<file path="src/sv/rtch_pkg.sv">
package rtch_pkg;

	// coordinate and internal widths
	localparam int COORD_W = 32;
	localparam int IDX_W = 16;
	localparam int EDGE_W = 34;
	localparam int WIDE_W = 68;
	localparam int ACC_W = 104;
	localparam int DIG_W = 16;
	localparam int NDIG = 5;
	localparam int EXT_W = DIG_W * NDIG;
	localparam int PP_W = EDGE_W + DIG_W + 1;
	localparam int NSTEP = 24;
	localparam int DIV_W = 133;
	localparam int Q_W = 31;
	localparam int UV_W = 17;
	localparam int MAX_TRIANGLES = 65536;
	localparam int QDEPTH = 2;

	typedef logic signed [COORD_W-1:0] coord_t;
	typedef logic signed [EDGE_W-1:0] edge_t;
	typedef logic signed [WIDE_W-1:0] wide_t;
	typedef logic signed [ACC_W-1:0] acc_t;

	// configuration register indexes
	typedef enum logic [2:0] {
		REG_ORIGIN_X = 3'd0,
		REG_ORIGIN_Y = 3'd1,
		REG_ORIGIN_Z = 3'd2,
		REG_DIR_X    = 3'd3,
		REG_DIR_Y    = 3'd4,
		REG_DIR_Z    = 3'd5
	} reg_idx_t;

	// narrow multiplier operands
	typedef enum logic [3:0] {
		B_DIR_X = 4'd0, B_DIR_Y = 4'd1, B_DIR_Z = 4'd2,
		B_E1_X  = 4'd3, B_E1_Y  = 4'd4, B_E1_Z  = 4'd5,
		B_E2_X  = 4'd6, B_E2_Y  = 4'd7, B_E2_Z  = 4'd8,
		B_S_X   = 4'd9, B_S_Y   = 4'd10, B_S_Z  = 4'd11
	} b_src_t;

	// wide multiplier operands
	typedef enum logic [3:0] {
		A_E1_X = 4'd0, A_E1_Y = 4'd1, A_E1_Z = 4'd2,
		A_E2_X = 4'd3, A_E2_Y = 4'd4, A_E2_Z = 4'd5,
		A_H_X  = 4'd6, A_H_Y  = 4'd7, A_H_Z  = 4'd8,
		A_Q_X  = 4'd9, A_Q_Y  = 4'd10, A_Q_Z = 4'd11
	} a_src_t;

	// accumulator destinations
	typedef enum logic [3:0] {
		D_NONE = 4'd0,
		D_H_X  = 4'd1, D_H_Y = 4'd2, D_H_Z = 4'd3,
		D_Q_X  = 4'd4, D_Q_Y = 4'd5, D_Q_Z = 4'd6,
		D_DET  = 4'd7, D_UN  = 4'd8, D_VN  = 4'd9, D_TN = 4'd10
	} dst_t;

	typedef struct packed {
		a_src_t a_sel;
		b_src_t b_sel;
		logic   neg;
		logic   first;
		logic   last;
		dst_t   dst;
	} step_t;

	// one triangle after the front end
	typedef struct packed {
		logic              first;
		logic              idx_ok;
		logic [IDX_W-1:0]  idx;
		edge_t [2:0]       e1;
		edge_t [2:0]       e2;
		edge_t [2:0]       s;
	} tri_item_t;

	function automatic step_t mk(input a_src_t a, input b_src_t b, input logic n,
			input logic f, input logic l, input dst_t d);
		step_t r;
		r.a_sel = a;
		r.b_sel = b;
		r.neg = n;
		r.first = f;
		r.last = l;
		r.dst = d;
		return r;
	endfunction

	// product sequence: h = dir x e2, q = s x e1, then the four dot products
	function automatic step_t step_info(input logic [4:0] n);
		step_t r;
		unique case (n)
			5'd0:  r = mk(A_E2_Z, B_DIR_Y, 1'b0, 1'b1, 1'b0, D_NONE);
			5'd1:  r = mk(A_E2_Y, B_DIR_Z, 1'b1, 1'b0, 1'b1, D_H_X);
			5'd2:  r = mk(A_E2_X, B_DIR_Z, 1'b0, 1'b1, 1'b0, D_NONE);
			5'd3:  r = mk(A_E2_Z, B_DIR_X, 1'b1, 1'b0, 1'b1, D_H_Y);
			5'd4:  r = mk(A_E2_Y, B_DIR_X, 1'b0, 1'b1, 1'b0, D_NONE);
			5'd5:  r = mk(A_E2_X, B_DIR_Y, 1'b1, 1'b0, 1'b1, D_H_Z);
			5'd6:  r = mk(A_E1_Z, B_S_Y, 1'b0, 1'b1, 1'b0, D_NONE);
			5'd7:  r = mk(A_E1_Y, B_S_Z, 1'b1, 1'b0, 1'b1, D_Q_X);
			5'd8:  r = mk(A_E1_X, B_S_Z, 1'b0, 1'b1, 1'b0, D_NONE);
			5'd9:  r = mk(A_E1_Z, B_S_X, 1'b1, 1'b0, 1'b1, D_Q_Y);
			5'd10: r = mk(A_E1_Y, B_S_X, 1'b0, 1'b1, 1'b0, D_NONE);
			5'd11: r = mk(A_E1_X, B_S_Y, 1'b1, 1'b0, 1'b1, D_Q_Z);
			5'd12: r = mk(A_H_X, B_E1_X, 1'b0, 1'b1, 1'b0, D_NONE);
			5'd13: r = mk(A_H_Y, B_E1_Y, 1'b0, 1'b0, 1'b0, D_NONE);
			5'd14: r = mk(A_H_Z, B_E1_Z, 1'b0, 1'b0, 1'b1, D_DET);
			5'd15: r = mk(A_H_X, B_S_X, 1'b0, 1'b1, 1'b0, D_NONE);
			5'd16: r = mk(A_H_Y, B_S_Y, 1'b0, 1'b0, 1'b0, D_NONE);
			5'd17: r = mk(A_H_Z, B_S_Z, 1'b0, 1'b0, 1'b1, D_UN);
			5'd18: r = mk(A_Q_X, B_DIR_X, 1'b0, 1'b1, 1'b0, D_NONE);
			5'd19: r = mk(A_Q_Y, B_DIR_Y, 1'b0, 1'b0, 1'b0, D_NONE);
			5'd20: r = mk(A_Q_Z, B_DIR_Z, 1'b0, 1'b0, 1'b1, D_VN);
			5'd21: r = mk(A_Q_X, B_E2_X, 1'b0, 1'b1, 1'b0, D_NONE);
			5'd22: r = mk(A_Q_Y, B_E2_Y, 1'b0, 1'b0, 1'b0, D_NONE);
			5'd23: r = mk(A_Q_Z, B_E2_Z, 1'b0, 1'b0, 1'b1, D_TN);
			default: r = mk(A_E1_X, B_DIR_X, 1'b0, 1'b0, 1'b0, D_NONE);
		endcase
		return r;
	endfunction

endpackage

</file>
<file path="src/sv/rtch_front.sv">
module rtch_front (
	input  logic [303:0]              s_tdata,
	input  logic [0:0]                s_tuser,
	input  rtch_pkg::coord_t [2:0]    origin,
	output rtch_pkg::tri_item_t       item
);

	rtch_pkg::coord_t [2:0] p0, p1, p2;
	logic [rtch_pkg::IDX_W-1:0] idx;

	// field unpacking
	always_comb begin
		idx = s_tdata[15:0];
		for (int k = 0; k < 3; k++) begin
			p0[k] = s_tdata[16 + 32*k +: 32];
			p1[k] = s_tdata[112 + 32*k +: 32];
			p2[k] = s_tdata[208 + 32*k +: 32];
		end
	end

	// edges, origin offset and index range check
	always_comb begin
		item.first = s_tuser[0];
		item.idx = idx;
		item.idx_ok = (32'(idx) < rtch_pkg::MAX_TRIANGLES);
		for (int k = 0; k < 3; k++) begin
			item.e1[k] = rtch_pkg::EDGE_W'($signed(p1[k])) -
				rtch_pkg::EDGE_W'($signed(p0[k]));
			item.e2[k] = rtch_pkg::EDGE_W'($signed(p2[k])) -
				rtch_pkg::EDGE_W'($signed(p0[k]));
			item.s[k] = rtch_pkg::EDGE_W'($signed(origin[k])) -
				rtch_pkg::EDGE_W'($signed(p0[k]));
		end
	end

endmodule

</file>
<file path="config.mk">
export PLATFORM = sky130hd
export DESIGN_NAME = rtch_front
export DESIGN_NICKNAME = d
export VERILOG_FILES = /design/src/sv/rtch_pkg.sv /design/src/sv/rtch_front.sv
export SDC_FILE = /design/constraint.sdc
export NUM_CORES = 1
export LEC_CHECK = 0
export BUFFER_PORTS_ARGS = -buffer_cell sky130_fd_sc_hd__buf_2
export CAP_MARGIN = 25
export CORE_AREA = 2 2 278 280
export DETAILED_ROUTE_END_ITERATION = 12
export DIE_AREA = 0 0 280 282
export PLACE_DENSITY_LB_ADDON = 0.3
export SYNTH_ARGS = -nofsm -noshare
export SYNTH_HDL_FRONTEND = slang
export SYNTH_SLANG_ARGS = --single-unit
</file>
<file path="constraint.sdc">
create_clock -name vclk -period 4.6
set_input_delay 0.69 -clock vclk [all_inputs]
set_output_delay 0.69 -clock vclk [all_outputs]
set_load 0.005 [all_outputs]
</file>
==> results.cfg <==
[setup_path]
slowest_delay_ns = 0.41
worstSetupPathType = input pin to output port
path_cells = buf_2, ha_1, fa_1, nor2b_1, o21a_1, a311o_2, a211oi_2, a2111oi_0, buf_4, o211ai_1, o22ai_1, o22ai_1, a221o_1, buf_2
end_kind = output port
crit_required_ns = 3.91
crit_arrival_ns = 3.73
cp.buffers_inverters = 3
cpLargestDelayFamily = compound AO/OA/AOI/OAI gates
cp_slowest_cell = fa_1
crit_path_max_fanout = 4
start_kind = input pin

[logic_synthesis]
yosys.area_share.adder_pct = 25.4
synth_xor_area_share_pct = 13.1
yosysUniqueCellTypes = 72
seq_area_frac_synth_pct = 0
yosysWarnings = 0
synth-compound-area-share_pct = 35.4
synth_top_family_by_area = compound AO/OA/AOI/OAI gates
yosys.area.top_type_share_pct = 24.2
synth-simple-area-share_pct = 18.6
synthesis.area_um2 = 14900
synth_area_leaders = ha_1 24%, xnor2_1 9.6%, a21oi_1 8.0%
avgSynthCellArea_um2 = 6.87
yosys.area.top_type = ha_1
syn_inst = 2170
syn_nets = 2868
muxShareOfSynthArea_pct = 0.151

[die]
die_w_um = 280
fp.dieArea_um2 = 79000
start_util_pct = 19.7
top_level_ports = 725
rows = 101
coreArea_um2 = 75700
die_h_um = 282

[global_route]
grt_pass1_vias = 17600
overflow = 0
grt_max_degree = 11
grt_usage_pct = 16.0
use_met2_pct = 29.6
met3_usage_pct = 2.04
grt_pass1_wl_um = 101000
busiest_layer = met2
antenna_found_initial = 21
grt_use_met1_pct = 19.4

[placed_design]
port_buffers = 690
globalplace.congestion = 0.964
dp_slack_ns = 0.139
post-dp-hpwl_um = 62200

[finish]
fillers = 8625
num-nets-final = 3540
clock_buffers = 0
area.sequential_um2 = 0
flops_and_latches = 0
mostFrequentLayoutCells = 690 x buf_2, 288 x ha_1, 237 x a21oi_1
final_common_cell = buf_2
drive_gt1_share_pct = 27.0
area_delta_synth_final_pct = 31.6

[drt]
drc = 0
postRouteAntennaNets = 0
drt_iter0_markers = 918
firstDrtPassIters = 5
wl_um = 68500
wl_per_cell_um = 17.9
vias = 18300
drt-vias-per-instance = 4.77

[power_and_ir_drop]
p_leak_nw = 10.5
power_density_nw_per_um2 = 170
ir_drop_mv = 0.0631

[run]
cap_violations = 0

[sta]
setup_viol = 0
clock.fmax_ghz = 0.226
fin_ws_ns = 0.178
hold_viol = 0
period_share_pct = 96.1
rsz0062_at_grt = no
slew_headroom_pct = 55.3
setup_tns_ns = 0
slew_viol_final = 0
fin_crit_ns = 4.42
tightest_slew_ns = 0.664

[clocking]
hold_buffers = 0

[outcome]
status = finished clean

[hold_path]
worstHoldPathType = input pin to output port
[power breakdown]
part           switching, mW   total (mW)  internal, mW
Clock                      0  0.000000467   0.000000467
Sequential                 0            0             0
Combinational           1.85         3.33          1.48
Total                   1.85         3.33          1.48
[logic make-up (layout without fill, tap and decap cells)]
group,Yosys count,count (layout)
compound gates,805,805
simple gates,580,580
fa+ha+maj,297,297
buf+inv,262,932
xor+xnor,223,223
mux,2,2
other cells,1,17
[layer usage]
metal	vias to the layer above	routed length [um]
met4	8	1750
met3	76	3650
met2	572	34300
met1	8354	28700
met5	-	55
li1	9263	-
[Yosys cell counts (5+ instances only)]
library cell	n
o311ai_0	6
a41oi_1	5
inv_1	204
xor2_1	60
a21o_1	152
and3_1	26
or2_2	12
o21ai_0	130
o211ai_1	12
clkbuf_1	29
xnor2_1	163
nor2_1	168
nand2b_1	35
a221oi_1	6
nand2_1	142
a311oi_1	7
fa_1	9
a31oi_1	27
nand3_1	51
o31ai_1	11
o21bai_1	31
ha_1	288
or3_1	12
o21a_1	51
nor3_1	36
and2_1	13
a2111oi_0	8
a21oi_1	237
buf_4	27
o31a_1	6
a211o_1	12
o2111ai_1	9
nor2b_1	34
a31o_2	8
a21boi_0	18
nand4_1	22
nor4_1	10
a211oi_1	24
a221o_1	8
[final timing paths]
| check | startpoint | end | slack, ns | cells past startpoint |
|---|---|---|---|---|
| setup / recovery | s_tdata[80] | item[305] | 0.18 | 14 |
| hold / removal | s_tdata[0] | item[306] | 1.38 | 0 |
[repair_timing]
item | in CTS | in global routing
setup endpoints to repair | 0 | 10
setup buffers | 0 | 0
resized for setup | 0 | 9
[final cells by class]
type                            count  area, um2  area share [%]
Multi-Input combinational cell   1908      13800            70.6
Timing Repair Buffer              728       3740            19.1
Tap cell                          978       1220            6.24
Inverter                          204        766            3.91
Antenna cell                       16       40.0           0.204
[metrics by stage]
stage	hold slack (ns)	total power, mW	area, um2	utilization [%]	cells
2_1_floorplan	1.46	1.95	14900	-	2170
3_3_place_gp	1.38	3.34	19500	25.8	3818
3_5_place_dp	1.38	3.32	19500	25.8	3818
4_1_cts	1.38	3.34	19500	25.8	3818
5_1_grt	1.38	3.67	19600	25.9	3833
6_report	1.38	3.33	19600	25.9	3834
(Power assumes the default switching activity.)
