--- config.mk ---
export PLATFORM = sky130hd
export DESIGN_NAME = rtch_queue
export DESIGN_NICKNAME = d
export VERILOG_FILES = /design/src/sv/rtch_pkg.sv /design/src/sv/rtch_queue.sv
export SDC_FILE = /design/constraint.sdc
export NUM_CORES = 1
export LEC_CHECK = 0
export ABC_CLOCK_PERIOD_IN_PS = 16700
export CORE_UTILIZATION = 30
export DETAILED_ROUTE_END_ITERATION = 12
export DONT_BUFFER_PORTS = 1
export MAX_ROUTING_LAYER = met4
export PLACE_DENSITY_LB_ADDON = 0.2
export SLEW_MARGIN = 0
export SYNTH_ARGS = -nofsm -noshare
export SYNTH_HDL_FRONTEND = slang
export SYNTH_SLANG_ARGS = --single-unit
export TNS_END_PERCENT = 50
--- constraint.sdc ---
create_clock -name clk -period 16.7 [get_ports clk]
set_input_delay 1.67 -clock clk [delete_from_list [all_inputs] [get_ports clk]]
set_output_delay 1.67 -clock clk [all_outputs]
set_load 0.1 [all_outputs]
--- src/sv/rtch_pkg.sv ---
package rtch_pkg;

	// coordinate and internal widths
	localparam int COORD_W = 32;
	localparam int IDX_W = 16;
	localparam int EDGE_W = 34;
	localparam int WIDE_W = 68;
	localparam int ACC_W = 104;
	localparam int DIG_W = 16;
	localparam int NDIG = 5;
	localparam int EXT_W = DIG_W * NDIG;
	localparam int PP_W = EDGE_W + DIG_W + 1;
	localparam int NSTEP = 24;
	localparam int DIV_W = 133;
	localparam int Q_W = 31;
	localparam int UV_W = 17;
	localparam int MAX_TRIANGLES = 65536;
	localparam int QDEPTH = 2;

	typedef logic signed [COORD_W-1:0] coord_t;
	typedef logic signed [EDGE_W-1:0] edge_t;
	typedef logic signed [WIDE_W-1:0] wide_t;
	typedef logic signed [ACC_W-1:0] acc_t;

	// configuration register indexes
	typedef enum logic [2:0] {
		REG_ORIGIN_X = 3'd0,
		REG_ORIGIN_Y = 3'd1,
		REG_ORIGIN_Z = 3'd2,
		REG_DIR_X    = 3'd3,
		REG_DIR_Y    = 3'd4,
		REG_DIR_Z    = 3'd5
	} reg_idx_t;

	// narrow multiplier operands
	typedef enum logic [3:0] {
		B_DIR_X = 4'd0, B_DIR_Y = 4'd1, B_DIR_Z = 4'd2,
		B_E1_X  = 4'd3, B_E1_Y  = 4'd4, B_E1_Z  = 4'd5,
		B_E2_X  = 4'd6, B_E2_Y  = 4'd7, B_E2_Z  = 4'd8,
		B_S_X   = 4'd9, B_S_Y   = 4'd10, B_S_Z  = 4'd11
	} b_src_t;

	// wide multiplier operands
	typedef enum logic [3:0] {
		A_E1_X = 4'd0, A_E1_Y = 4'd1, A_E1_Z = 4'd2,
		A_E2_X = 4'd3, A_E2_Y = 4'd4, A_E2_Z = 4'd5,
		A_H_X  = 4'd6, A_H_Y  = 4'd7, A_H_Z  = 4'd8,
		A_Q_X  = 4'd9, A_Q_Y  = 4'd10, A_Q_Z = 4'd11
	} a_src_t;

	// accumulator destinations
	typedef enum logic [3:0] {
		D_NONE = 4'd0,
		D_H_X  = 4'd1, D_H_Y = 4'd2, D_H_Z = 4'd3,
		D_Q_X  = 4'd4, D_Q_Y = 4'd5, D_Q_Z = 4'd6,
		D_DET  = 4'd7, D_UN  = 4'd8, D_VN  = 4'd9, D_TN = 4'd10
	} dst_t;

	typedef struct packed {
		a_src_t a_sel;
		b_src_t b_sel;
		logic   neg;
		logic   first;
		logic   last;
		dst_t   dst;
	} step_t;

	// one triangle after the front end
	typedef struct packed {
		logic              first;
		logic              idx_ok;
		logic [IDX_W-1:0]  idx;
		edge_t [2:0]       e1;
		edge_t [2:0]       e2;
		edge_t [2:0]       s;
	} tri_item_t;

	function automatic step_t mk(input a_src_t a, input b_src_t b, input logic n,
			input logic f, input logic l, input dst_t d);
		step_t r;
		r.a_sel = a;
		r.b_sel = b;
		r.neg = n;
		r.first = f;
		r.last = l;
		r.dst = d;
		return r;
	endfunction

	// product sequence: h = dir x e2, q = s x e1, then the four dot products
	function automatic step_t step_info(input logic [4:0] n);
		step_t r;
		unique case (n)
			5'd0:  r = mk(A_E2_Z, B_DIR_Y, 1'b0, 1'b1, 1'b0, D_NONE);
			5'd1:  r = mk(A_E2_Y, B_DIR_Z, 1'b1, 1'b0, 1'b1, D_H_X);
			5'd2:  r = mk(A_E2_X, B_DIR_Z, 1'b0, 1'b1, 1'b0, D_NONE);
			5'd3:  r = mk(A_E2_Z, B_DIR_X, 1'b1, 1'b0, 1'b1, D_H_Y);
			5'd4:  r = mk(A_E2_Y, B_DIR_X, 1'b0, 1'b1, 1'b0, D_NONE);
			5'd5:  r = mk(A_E2_X, B_DIR_Y, 1'b1, 1'b0, 1'b1, D_H_Z);
			5'd6:  r = mk(A_E1_Z, B_S_Y, 1'b0, 1'b1, 1'b0, D_NONE);
			5'd7:  r = mk(A_E1_Y, B_S_Z, 1'b1, 1'b0, 1'b1, D_Q_X);
			5'd8:  r = mk(A_E1_X, B_S_Z, 1'b0, 1'b1, 1'b0, D_NONE);
			5'd9:  r = mk(A_E1_Z, B_S_X, 1'b1, 1'b0, 1'b1, D_Q_Y);
			5'd10: r = mk(A_E1_Y, B_S_X, 1'b0, 1'b1, 1'b0, D_NONE);
			5'd11: r = mk(A_E1_X, B_S_Y, 1'b1, 1'b0, 1'b1, D_Q_Z);
			5'd12: r = mk(A_H_X, B_E1_X, 1'b0, 1'b1, 1'b0, D_NONE);
			5'd13: r = mk(A_H_Y, B_E1_Y, 1'b0, 1'b0, 1'b0, D_NONE);
			5'd14: r = mk(A_H_Z, B_E1_Z, 1'b0, 1'b0, 1'b1, D_DET);
			5'd15: r = mk(A_H_X, B_S_X, 1'b0, 1'b1, 1'b0, D_NONE);
			5'd16: r = mk(A_H_Y, B_S_Y, 1'b0, 1'b0, 1'b0, D_NONE);
			5'd17: r = mk(A_H_Z, B_S_Z, 1'b0, 1'b0, 1'b1, D_UN);
			5'd18: r = mk(A_Q_X, B_DIR_X, 1'b0, 1'b1, 1'b0, D_NONE);
			5'd19: r = mk(A_Q_Y, B_DIR_Y, 1'b0, 1'b0, 1'b0, D_NONE);
			5'd20: r = mk(A_Q_Z, B_DIR_Z, 1'b0, 1'b0, 1'b1, D_VN);
			5'd21: r = mk(A_Q_X, B_E2_X, 1'b0, 1'b1, 1'b0, D_NONE);
			5'd22: r = mk(A_Q_Y, B_E2_Y, 1'b0, 1'b0, 1'b0, D_NONE);
			5'd23: r = mk(A_Q_Z, B_E2_Z, 1'b0, 1'b0, 1'b1, D_TN);
			default: r = mk(A_E1_X, B_DIR_X, 1'b0, 1'b0, 1'b0, D_NONE);
		endcase
		return r;
	endfunction

endpackage

--- src/sv/rtch_queue.sv ---
module rtch_queue (
	input  logic                 clk,
	input  logic                 arst_n,
	input  logic                 push,
	input  rtch_pkg::tri_item_t  push_item,
	output logic                 full,
	input  logic                 pop,
	output logic                 avail,
	output rtch_pkg::tri_item_t  pop_item
);

	rtch_pkg::tri_item_t mem_q [rtch_pkg::QDEPTH];
	logic wp_q, rp_q;
	logic [1:0] cnt_q;

	assign full = (cnt_q == 2'(rtch_pkg::QDEPTH));
	assign avail = (cnt_q != 2'd0);
	assign pop_item = mem_q[rp_q];

	// pointers and fill count
	always_ff @(posedge clk or negedge arst_n) begin
		if (!arst_n) begin
			wp_q <= 1'b0;
			rp_q <= 1'b0;
			cnt_q <= 2'd0;
		end else begin
			if (push)
				wp_q <= ~wp_q;
			if (pop)
				rp_q <= ~rp_q;
			if (push && !pop)
				cnt_q <= cnt_q + 2'd1;
			else if (pop && !push)
				cnt_q <= cnt_q - 2'd1;
		end
	end

	// entry storage
	always_ff @(posedge clk) begin
		if (push)
			mem_q[wp_q] <= push_item;
	end

endmodule

==> results list <==
- Result of the run: complete, no violations
- After detailed routing, the number of vias per cell comes to 4.471.
- Max-slew violations: 0
- Among all stages on the critical path, the largest delay is contributed by sky130_fd_sc_hd__dfrtp_4.
* Max Cap Viol: 0
* Floorplan Core Area: 0.07785 mm2
- The HPWL after detailed placement is 36.73 mm.
* Die area: 0.08024 mm2
- After routing, the total negative slack on setup checks comes to 0 ns.
- Top Family by Delay on Critical Path: buffers and inverters
- Clock skew on the completed layout was measured at 0.01967 ns.
* Largest area contributor in the netlist: sky130_fd_sc_hd__edfxtp_1
* Avg Inst Size Synth: 23.18 um2
- Least-Margin Pin Slew: 1.321 ns
- Fill cell instance count of the final layout: 7263
- The number of antenna violations at the first check in global routing is 3.
* Total placed cells including tap cells: 2040
- The first global-routing pass estimated 75.09 mm of wire.
- TritonCTS buffer count: 71
* CP max FO: 60
* Quantity of hold-fixing buffers added after cts: 0
- The initial utilization of the core area, before any placement, comes to 0.3049.
- The tree built by TritonCTS fans out to 652 sinks.
* Clock tree from TritonCTS: built
- Number of enable-type register cells in the synthesized netlist: 648
* Fraction of synthesized cell area taken by the top area cell type: 0.8199
- Number of buffers added on ports: 0
- After clock tree synthesis, the clock-pin slew on the worst setup and hold paths is 0.05 ns.
* Startpoint type of the worst setup path: register
* Critical Path RT: 15.03 ns
- Dividing the final minimum period by the clock period gives 0.3223.
- The first detailed-routing pass ran for 4 iterations.
- Gate count after technology mapping: 1024
* Count of final hold-check violations: 0
* Pin count of the biggest net entering global routing: 173
- # H-tree levels: 3
- Headroom to the max-slew limit came out at 0.1196.
- Horizontal extent of the die: 283.3 um
* Maximum clock frequency: 0.1858 GHz
- Post-synthesis async set-or-reset flop share: 0.006135
- During synthesis, Yosys emitted a total of 0 warnings.
- Fraction of layout cells with a size suffix above 1: 0.3879
* Clock latency on the worst-skew pair: 0.60 ns
* Worst hold-check path type: register to register
* Setup repair after global routing missed its margin: no
- Counting every net in the synthesized netlist gives 1353.
- Aggregate global routing overflow: 0
- Fraction of the yosys area taken by sequential cells: 0.8241
- Count of buffering cells on the critical path with inverters included: 2
* Dominant cells by area after synthesis: sky130_fd_sc_hd__edfxtp_1, sky130_fd_sc_hd__mux2_2, sky130_fd_sc_hd__buf_6
- Area Growth Syn to Fin: 13.80%
* DR vias: 9693
- After the flow finishes, the layout carries non-filler instances totaling 2168.
* Clk buf depth: 3
- Setup violations remaining at the end of the flow were counted as 0.
* Top cells by count, synth: sky130_fd_sc_hd__edfxtp_1, sky130_fd_sc_hd__mux2_2, sky130_fd_sc_hd__buf_6, sky130_fd_sc_hd__mux2_4, sky130_fd_sc_hd__buf_2
- The floorplan step set the die height to 283.3 um.
- Among all cell types in the netlist, the one instantiated most often is sky130_fd_sc_hd__edfxtp_1.
- Startpoint-to-endpoint class of the critical path: register to primary output
* Max stage delay on crit path: 0.85 ns
- Buffers added to address setup during post-CTS repair amount to 0.
- Once detail routing completed, the nets flagged for antenna violations numbered 0.
* CP arrival: 3.71 ns
* Row Count: 102
- For the finished layout, the period the worst path requires is 5.382 ns.
- Master cell of the clock root buffer: sky130_fd_sc_hd__clkbuf_16
- The mapped netlist covers 0.02373 mm2.
* Final Util: 0.3469
* Flip-flop cell with the highest count after synthesis: sky130_fd_sc_hd__edfxtp_1
- Global-route total usage across every layer: 0.1339
* I/O pin count: 654
* Average detailed-routed wire length per instance: 24.83 um
- Detailed-route DRC error count: 0
- The number of global-route vias before repair is 10197.
- Among the stages of the critical path, the cell type that occurs most often is sky130_fd_sc_hd__buf_4.
* Cells traversed along the worst timing path: buf_4 -> buf_4 -> mux2_2
- In this run, the number of DRC markers left after iteration 0 of detailed routing was 540.
- Register bit total from synthesis: 652
- After clock tree synthesis, the repair step resized 0 gates.
- Yosys mapped the design onto 15 distinct sky130hd cell types.
- Category of the worst setup path capture point: primary output
* Total length of routed wires: 53.84 mm
- After the last flow step, the layout net total stands at 1402.
- Final Wtd Congestion: 0.8047
stage by stage:
step | instance area, um2 | hold slack [ns] | setup slack, ns
floorplan | 23730 | 0.4474 | 0.05493
global placement | 24790 | 0.4723 | 11.30
detailed placement | 24790 | 0.4679 | 11.25
CTS | 27000 | 0.4745 | 11.19
global route | 27000 | 0.4907 | 11.06
finish | 27010 | 0.4718 | 11.32
path summary, 6_finish.rpt:
check / from / endpoint / slack [ns] / cells past startpoint
worst max-delay path: rp_q$_DFFE_PN0P_ / pop_item[151] / 11.32 / 3
worst min-delay path: cnt_q[1]$_DFFE_PN0P_ / cnt_q[1]$_DFFE_PN0P_ / 0.47 / 1
worst max register to register: wp_q$_DFFE_PN0P_ / mem_q[0][284]$_DFFE_PP_ / 12.61 / 4
worst min register to register: cnt_q[1]$_DFFE_PN0P_ / cnt_q[1]$_DFFE_PN0P_ / 0.47 / 1
max in group asynchronous: arst_n / rp_q$_DFFE_PN0P_ / 15.86 / 0
min in group asynchronous: arst_n / cnt_q[1]$_DFFE_PN0P_ / 0.76 / 0
placed cells by master, fill, tap and decap left out:
master                       count
sky130_fd_sc_hd__dfrtp_1         3
sky130_fd_sc_hd__inv_6           1
sky130_fd_sc_hd__inv_16          1
sky130_fd_sc_hd__bufinv_16       4
sky130_fd_sc_hd__xnor2_1         1
sky130_fd_sc_hd__clkinvlp_4      2
sky130_fd_sc_hd__and2_4          1
sky130_fd_sc_hd__or2_2           1
sky130_fd_sc_hd__clkinv_1       16
sky130_fd_sc_hd__buf_12          1
sky130_fd_sc_hd__mux2_4         20
sky130_fd_sc_hd__clkinv_4        2
sky130_fd_sc_hd__nor2b_4         1
sky130_fd_sc_hd__mux2_1          1
sky130_fd_sc_hd__clkinv_2       11
sky130_fd_sc_hd__buf_4          11
sky130_fd_sc_hd__clkbuf_16      72
sky130_fd_sc_hd__dfrtp_4         1
sky130_fd_sc_hd__clkbuf_1       12
sky130_fd_sc_hd__nor2_1          1
sky130_fd_sc_hd__mux2_2        303
sky130_fd_sc_hd__diode_2         4
sky130_fd_sc_hd__xor2_1          4
sky130_fd_sc_hd__nor2b_2         1
sky130_fd_sc_hd__inv_1           1
sky130_fd_sc_hd__edfxtp_1      648
sky130_fd_sc_hd__clkinv_8        2
sky130_fd_sc_hd__ha_1            1
sky130_fd_sc_hd__clkinv_16       1
cell type report:
class / count / area, um2 / share of cell area
Multi-Input combinational cell: 335 / 3821 / 0.1415
Clock buffer: 84 / 1847 / 0.06838
Sequential cell: 652 / 19560 / 0.7243
Inverter: 1 / 3.754 / 0.0001390
Tap cell: 1040 / 1301 / 0.04818
Clock inverter: 40 / 359.1 / 0.01330
Timing Repair Buffer: 12 / 102.6 / 0.003799
Antenna cell: 4 / 10.01 / 0.0003706
sequential cells by signal, summed over array words and instances (netlist names):
name	count
cnt_q	2
mem_q	648
rp_q	1
wp_q	1
metal layers:
layer  vias up  part of all wire  track usage
met5         -                 0            -
met4         0             0.021      0.04676
met3        84             0.099      0.05749
met2       396              0.54       0.2368
met1      5014              0.34       0.1292
li1       4199                 -            -
cells by family (layout without fill, tap and decap cells):
kind of cell | Yosys count | count (layout) | share of synthesized area
multiplexers | 324 | 324 | 0.1569
buffers and inverters | 37 | 137 | 0.01539
flip-flops | 652 | 652 | 0.8241
adder cells (fa/ha/maj) | 1 | 1 | 0.0005271
XOR/XNOR | 5 | 5 | 0.001845
AND/OR/NAND/NOR | 5 | 5 | 0.001213
other | 0 | 4 | 0
Power is left out: the tool's default activity adds up to more than one toggle a clock period on the data nets, which glitch-free logic cannot reach.
